$ cat src/hw/rtl/swss_pkg.sv
// Types, codes and constants for the stop-and-wait segment sender.
package swss_pkg;

  localparam int unsigned SegmentBytes = 80;
  localparam int unsigned SeqBits      = 8;

  localparam int unsigned SeqMax   = (1 << SeqBits) - 1;
  localparam int unsigned SegLimit = (SeqMax > 255) ? 255 : SeqMax;

  // Exact reciprocal for quotients of 17-bit dividends.
  localparam int unsigned RecipShift = 25;
  localparam logic [25:0] RecipMult  = 26'(((1 << RecipShift) + SegmentBytes - 1)
                                           / SegmentBytes);

  localparam logic [1:0] KindStart = 2'd0;
  localparam logic [1:0] KindReply = 2'd1;
  localparam logic [1:0] KindMiss  = 2'd2;

  localparam logic ResSegment = 1'b0;
  localparam logic ResStatus  = 1'b1;

  localparam logic [2:0] FlagNone  = 3'b000;
  localparam logic [2:0] FlagProbe = 3'b001;
  localparam logic [2:0] FlagLast  = 3'b100;

  localparam logic [2:0] StatDelivered = 3'd0;
  localparam logic [2:0] StatNoConn    = 3'd1;
  localparam logic [2:0] StatLost      = 3'd2;
  localparam logic [2:0] StatRejected  = 3'd3;
  localparam logic [2:0] StatTooLong   = 3'd4;

  localparam logic [1:0] CfgProbeTries = 2'd0;
  localparam logic [1:0] CfgDataTries  = 2'd1;

  localparam logic [3:0] ProbeTriesReset = 4'd3;
  localparam logic [3:0] DataTriesReset  = 4'd5;

  typedef struct packed {
    logic [1:0]  kind;
    logic [15:0] message_length;
    logic [7:0]  reply_seq;
    logic [2:0]  reply_flags;
  } cmd_t;

  typedef struct packed {
    logic        result_kind;
    logic [7:0]  seq_number;
    logic [2:0]  segment_flags;
    logic [15:0] payload_offset;
    logic [7:0]  payload_length;
    logic [7:0]  probe_count;
    logic [2:0]  status;
  } res_t;

endpackage

$ cat src/hw/rtl/stop_and_wait_segment_sender.sv
// Sender side of a stop-and-wait transport: segment headers and final status.
// Latency: a result is valid the cycle after its request is accepted.
// Throughput: one request per cycle while no result stalls; a request that causes
// no result is still taken. A held result blocks requests only while it is stalled.
// Reset: synchronous; idle, all transfer state zero, probe_tries 3, data_tries 5.
module stop_and_wait_segment_sender
  import swss_pkg::*;
(
  input  logic        clk,
  input  logic        rst,
  input  logic        cmd_valid,
  output logic        cmd_stall,
  input  cmd_t        cmd,
  output logic        res_valid,
  input  logic        res_stall,
  output res_t        res,
  input  logic        cfg_valid,
  output logic        cfg_ready,
  input  logic [1:0]  cfg_index,
  input  logic [3:0]  cfg_data
);

  logic [3:0]  probe_tries;
  logic [3:0]  data_tries;

  logic        busy, busy_next;
  logic [7:0]  seg, seg_next;
  logic [7:0]  count, count_next;
  logic [3:0]  miss, miss_next;
  logic [15:0] total, total_next;
  logic [15:0] offset, offset_next;

  logic        fire;
  logic        load;
  res_t        res_next;

  logic [16:0] div_num;
  logic [42:0] div_prod;
  logic [16:0] div_cnt;
  logic        too_long;
  logic [3:0]  miss_inc;
  logic [15:0] offset_adv;

  function automatic res_t seg_result(input logic [7:0] s, input logic [7:0] c,
                                      input logic [15:0] off, input logic [15:0] tot);
    res_t        r;
    logic [15:0] rem;
    r   = '0;
    rem = tot - off;
    r.result_kind = ResSegment;
    r.status      = StatDelivered;
    if (s == 8'd0) begin
      r.segment_flags = FlagProbe;
      r.probe_count   = c;
    end else begin
      r.seq_number     = s;
      r.segment_flags  = (s == c) ? FlagLast : FlagNone;
      r.payload_offset = off;
      if (off < tot) begin
        r.payload_length = (rem > 16'(SegmentBytes)) ? 8'(SegmentBytes) : rem[7:0];
      end
    end
    return r;
  endfunction

  function automatic res_t stat_result(input logic [2:0] code);
    res_t r;
    r = '0;
    r.result_kind = ResStatus;
    r.status      = code;
    return r;
  endfunction

  assign cmd_stall = res_valid && res_stall;
  assign fire      = cmd_valid && !cmd_stall;
  assign cfg_ready = 1'b1;

  assign div_num    = {1'b0, cmd.message_length} + 17'(SegmentBytes - 1);
  assign div_prod   = div_num * RecipMult;
  assign div_cnt    = div_prod[RecipShift +: 17];
  assign too_long   = div_cnt > 17'(SegLimit);
  assign miss_inc   = miss + 4'd1;
  assign offset_adv = (seg == 8'd0) ? 16'd0 : 16'({1'b0, offset} + 17'(SegmentBytes));

  always_comb begin
    busy_next   = busy;
    seg_next    = seg;
    count_next  = count;
    miss_next   = miss;
    total_next  = total;
    offset_next = offset;
    load        = 1'b0;
    res_next    = '0;
    unique case (cmd.kind)
      KindStart: begin
        load = 1'b1;
        if (too_long) begin
          busy_next = 1'b0;
          res_next  = stat_result(StatTooLong);
        end else begin
          busy_next   = 1'b1;
          seg_next    = 8'd0;
          count_next  = div_cnt[7:0];
          miss_next   = 4'd0;
          total_next  = cmd.message_length;
          offset_next = 16'd0;
          res_next    = seg_result(8'd0, div_cnt[7:0], 16'd0, cmd.message_length);
        end
      end
      KindReply: begin
        if (busy) begin
          load      = 1'b1;
          miss_next = 4'd0;
          if (seg == 8'd0 && cmd.reply_seq == 8'd0 && cmd.reply_flags == FlagNone) begin
            busy_next = 1'b0;
            res_next  = stat_result(StatRejected);
          end else if (cmd.reply_seq != seg) begin
            res_next = seg_result(seg, count, offset, total);
          end else if (seg >= count) begin
            busy_next = 1'b0;
            res_next  = stat_result(StatDelivered);
          end else begin
            seg_next    = seg + 8'd1;
            offset_next = offset_adv;
            res_next    = seg_result(seg + 8'd1, count, offset_adv, total);
          end
        end
      end
      KindMiss: begin
        if (busy) begin
          load      = 1'b1;
          miss_next = miss_inc;
          if (seg == 8'd0 && miss_inc >= probe_tries) begin
            busy_next = 1'b0;
            res_next  = stat_result(StatNoConn);
          end else if (miss_inc >= data_tries) begin
            busy_next = 1'b0;
            res_next  = stat_result(StatLost);
          end else begin
            res_next = seg_result(seg, count, offset, total);
          end
        end
      end
      default: begin
        load = 1'b0;
      end
    endcase
  end

  always_ff @(posedge clk) begin
    if (rst) begin
      probe_tries <= ProbeTriesReset;
      data_tries  <= DataTriesReset;
    end else if (cfg_valid && cfg_ready) begin
      if (cfg_index == CfgProbeTries) begin
        probe_tries <= cfg_data;
      end else if (cfg_index == CfgDataTries) begin
        data_tries <= cfg_data;
      end
    end
  end

  always_ff @(posedge clk) begin
    if (rst) begin
      busy   <= 1'b0;
      seg    <= 8'd0;
      count  <= 8'd0;
      miss   <= 4'd0;
      total  <= 16'd0;
      offset <= 16'd0;
    end else if (fire) begin
      busy   <= busy_next;
      seg    <= seg_next;
      count  <= count_next;
      miss   <= miss_next;
      total  <= total_next;
      offset <= offset_next;
    end
  end

  always_ff @(posedge clk) begin
    if (rst) begin
      res_valid <= 1'b0;
    end else if (fire) begin
      res_valid <= load;
    end else if (!res_stall) begin
      res_valid <= 1'b0;
    end
  end

  always_ff @(posedge clk) begin
    if (fire && load) begin
      res <= res_next;
    end
  end

`ifndef SYNTHESIS
  a_start_gives_result: assert property (@(posedge clk) disable iff (rst)
    fire && cmd.kind == KindStart |=> res_valid)
    else $error("start request produced no result");

  a_seg_in_range: assert property (@(posedge clk) disable iff (rst)
    busy |-> seg <= count)
    else $error("current segment beyond segment count");

  a_status_ends_transfer: assert property (@(posedge clk) disable iff (rst)
    fire && load && res_next.result_kind == ResStatus |=> !busy)
    else $error("status result left transfer running");

  a_accept_when_room: assert property (@(posedge clk) disable iff (rst)
    !res_valid |-> !cmd_stall)
    else $error("request stalled with empty result register");
`endif

endmodule
$ cat config.mk
export PLATFORM = sky130hd
export DESIGN_NAME = stop_and_wait_segment_sender
export DESIGN_NICKNAME = d
export VERILOG_FILES = /design/src/hw/rtl/swss_pkg.sv /design/src/hw/rtl/stop_and_wait_segment_sender.sv
export SDC_FILE = /design/constraint.sdc
export NUM_CORES = 1
export LEC_CHECK = 0
export BUFFER_PORTS_ARGS = -buffer_cell sky130_fd_sc_hd__buf_4
export CELL_PAD_IN_SITES_DETAIL_PLACEMENT = 0
export CELL_PAD_IN_SITES_GLOBAL_PLACEMENT = 1
export CORE_UTILIZATION = 50
export CTS_CLUSTER_DIAMETER = 100
export DETAILED_ROUTE_END_ITERATION = 10
export PLACE_DENSITY_LB_ADDON = 0.1
export SYNTH_ARGS = -nofsm -noshare
export SYNTH_HDL_FRONTEND = slang
export SYNTH_SLANG_ARGS = --single-unit
$ cat constraint.sdc
create_clock -name clk -period 13.5 [get_ports clk]
set_input_delay 2.7 -clock clk [delete_from_list [all_inputs] [get_ports clk]]
set_output_delay 2.7 -clock clk [all_outputs]
set_load 0.03 [all_outputs]
==> impl_metrics.yaml <==
sta:
  relSlewSlack_pct: 19.98
  report.final.slew_viol_count: 0
  finalSetupViolCount: 0
  fmax_mhz: 93.93
  rsz0062_at_grt: "no"
  fin_crit_ns: 10.65
  holdWs_ns: 0.4882
  setup_ws_ns: 2.854
  tns_ns: 0
  hold_viol: 0
  worstMarginPinSlew_ns: 1.198
  skew_ns: 0.01672
  fin_crit_sh_pct: 78.86
hold_path:
  hold_class: "register to register"
place:
  place_congestion: 0.9069
  pre_cts_ws_ns: 2.578
  hpwl_um: 31220
  io_buffers: 87
routing:
  drt-vias-per-instance: 5.887
  ant_nets: 0
  drt_iter0_drc: 956
  wl_per_cell_um: 19.74
  drcViolationCount: 0
  dr.pass1.iters: 5
  vias: 11350
  wl_um: 38050
critical_path:
  crit_required_ns: 13.77
  path_buf_inv: 7
  cp_slowest_stage_delay_ns: 0.59
  worstSetupStartpointType: "input pin"
  path_max_fanout: 35
  crit_type: "input pin to register"
  end_kind: "register"
  arrival_ns: 10.92
  crit_family: "adder cells"
  slowest_stage: "a2111oi_4"
power:
  static-leakage-power_uw: 0.006564
  p_per_area_nw_per_um2: 226.1
  peakVddDrop_mv: 0.2013
cts:
  path_clk_slew_ns: 0.09
  cts_tree: "built"
  cts_htree_levels: 3
  ctsRootBufferMaster: "clkbuf_16"
  clock_sinks: 108
  cts_made_buffers: 9
  clkLatencyLatePin_ns: 0.37
  ctsResizeCount: 0
  post_cts.repair.setup_buffers: 0
  cts_hold_repair.buffers: 0
  cts_buffer_depth: 2
grt:
  track_usage_pct: 28.77
  grt_pass1_vias: 10620
  grt_overflow_total: 0
  antenna_found_initial: 0
  grt_start_max_net_pins: 48
  grt_pass1_wl_um: 59340
floorplanning:
  start_util_pct: 50.89
  pin_count: 90
  rows: 59
  fp.dieH_um: 164.6
  dieArea_sq_um: 27100
  die_w_um: 164.6
  fp.coreArea_sq_um: 25980
yosys:
  synthDistinctLibCells: 81
  synth.ff_latch_count: 108
  synth_warnings: 0
  synth_enable_flop_cells: 46
  synth.largest_area_cell: "ha_1"
  synth_top_area_share_pct: 17.31
  ys.flop_type: "dfxtp_1"
  synthesis.area_sq_um: 13220
  syn_area_per_cell_sq_um: 8.570
  seq_area_frac_synth_pct: 19.83
  ys_top_cells_by_area: "ha_1 (17%), fa_1 (14%), edfxtp_1 (10%), dfxtp_1 (9.4%), inv_1 (6.7%)"
  synthArstFlopShare_pct: 0
  syn_inst: 1543
  synth_common_cells: "inv_1 (237), ha_1 (183), nand2_1 (115)"
  yosys.cell_count.top_type: "inv_1"
cells_and_area:
  antenna_cells: 0
  area.growth.synth_to_final_pct: 9.008
  nets: 1902
  layout-drive-gt1-share_pct: 8.726
run:
  max_cap_viol_count: 0
outcome:
  outcome: "completed"
==> metrics by stage <==
| stage | utilization (%) | cells | area [sq um] | total power [uW] |
|---|---|---|---|---|
| after floorplan | - | 1544 | 13230 | 2311 |
| after global placement | 54.25 | 1912 | 14100 | 2914 |
| after detailed placement | 54.25 | 1912 | 14100 | 2934 |
| after CTS | 55.47 | 1928 | 14420 | 3233 |
| after global routing | 55.47 | 1928 | 14420 | 3627 |
| final | 55.47 | 1928 | 14420 | 3260 |
==> cell usage in the layout, fill, tap and decap left out, drive strengths merged, types with 10 or more instances in the layout <==
cell / n
a21o: 21
a31oi: 12
nand2: 115
nand4: 21
a22oi: 12
o21ai: 63
o211ai: 16
inv: 238
edfxtp: 46
nor2b: 14
o31ai: 11
fa: 91
mux2i: 23
nor2: 86
nand3: 56
xor2: 27
dfxtp: 62
nor4: 14
and3: 14
buf: 93
ha: 183
o21a: 17
nand2b: 11
a211oi: 12
nor3: 28
clkbuf: 10
a21oi: 98
xnor2: 42
==> registers in the layout, summed over array words and instances, names as in the netlist <==
name         flops
res_valid        1
probe_tries      4
data_tries       4
busy             1
total           16
count            8
miss             4
seg              8
offset          16
res             46
==> cell families (layout without fill, tap and decap cells) <==
family | count (synthesis) | count (layout) | share of synthesized area, %
and+or+nand+nor | 415 | 415 | 15.63
xor gates and xnor gates | 69 | 69 | 4.570
DFF | 108 | 108 | 19.83
muxes | 28 | 28 | 2.167
adders and majority gates | 274 | 274 | 31.09
buffers and inverters | 297 | 346 | 8.648
AOI/OAI and AO/OA | 350 | 350 | 18.01
other | 2 | 3 | 0.05679
==> worst paths after layout <==
check / slack, ns / cells after the start / from / end
max reg2reg: 8.76 / 15 / offset[4] / res[13]
min reg2reg: 0.49 / 2 / probe_tries[0] / probe_tries[0]
max: 2.85 / 29 / cmd[11] / offset[4]
min: 0.49 / 2 / probe_tries[0] / probe_tries[0]
==> area by class of cell <==
cell class	count	area (sq um)
Timing Repair Buffer	93	698.2
Tap cell	335	419.2
Clock inverter	6	80.08
Fill cell	2442	11570
Multi-Input combinational cell	1139	9467
Clock buffer	10	239.0
Inverter	237	889.6
Sequential cell	108	2623
==> worst min-delay path, stage by stage (launching register included) <==
cell and delay [ns]:
dfxtp_1 0.34, mux2i_1 0.07, nand2_1 0.06
==> power by group <==
part	switching [uW]	internal, uW	total (uW)
Sequential	18.7	363	381
Clock	137	152	289
Combinational	1580	1010	2590
==> layer usage <==
metal  wire [um]  up-vias  global-route usage [%]
met5           0        -                       0
met4         305        0                   3.878
met3        2409       27                   5.274
li1            -     5493                       -
met2       16630      372                   43.43
met1       18710     5459                   43.33
No activity file was read; power rests on OpenSTA's default activity.
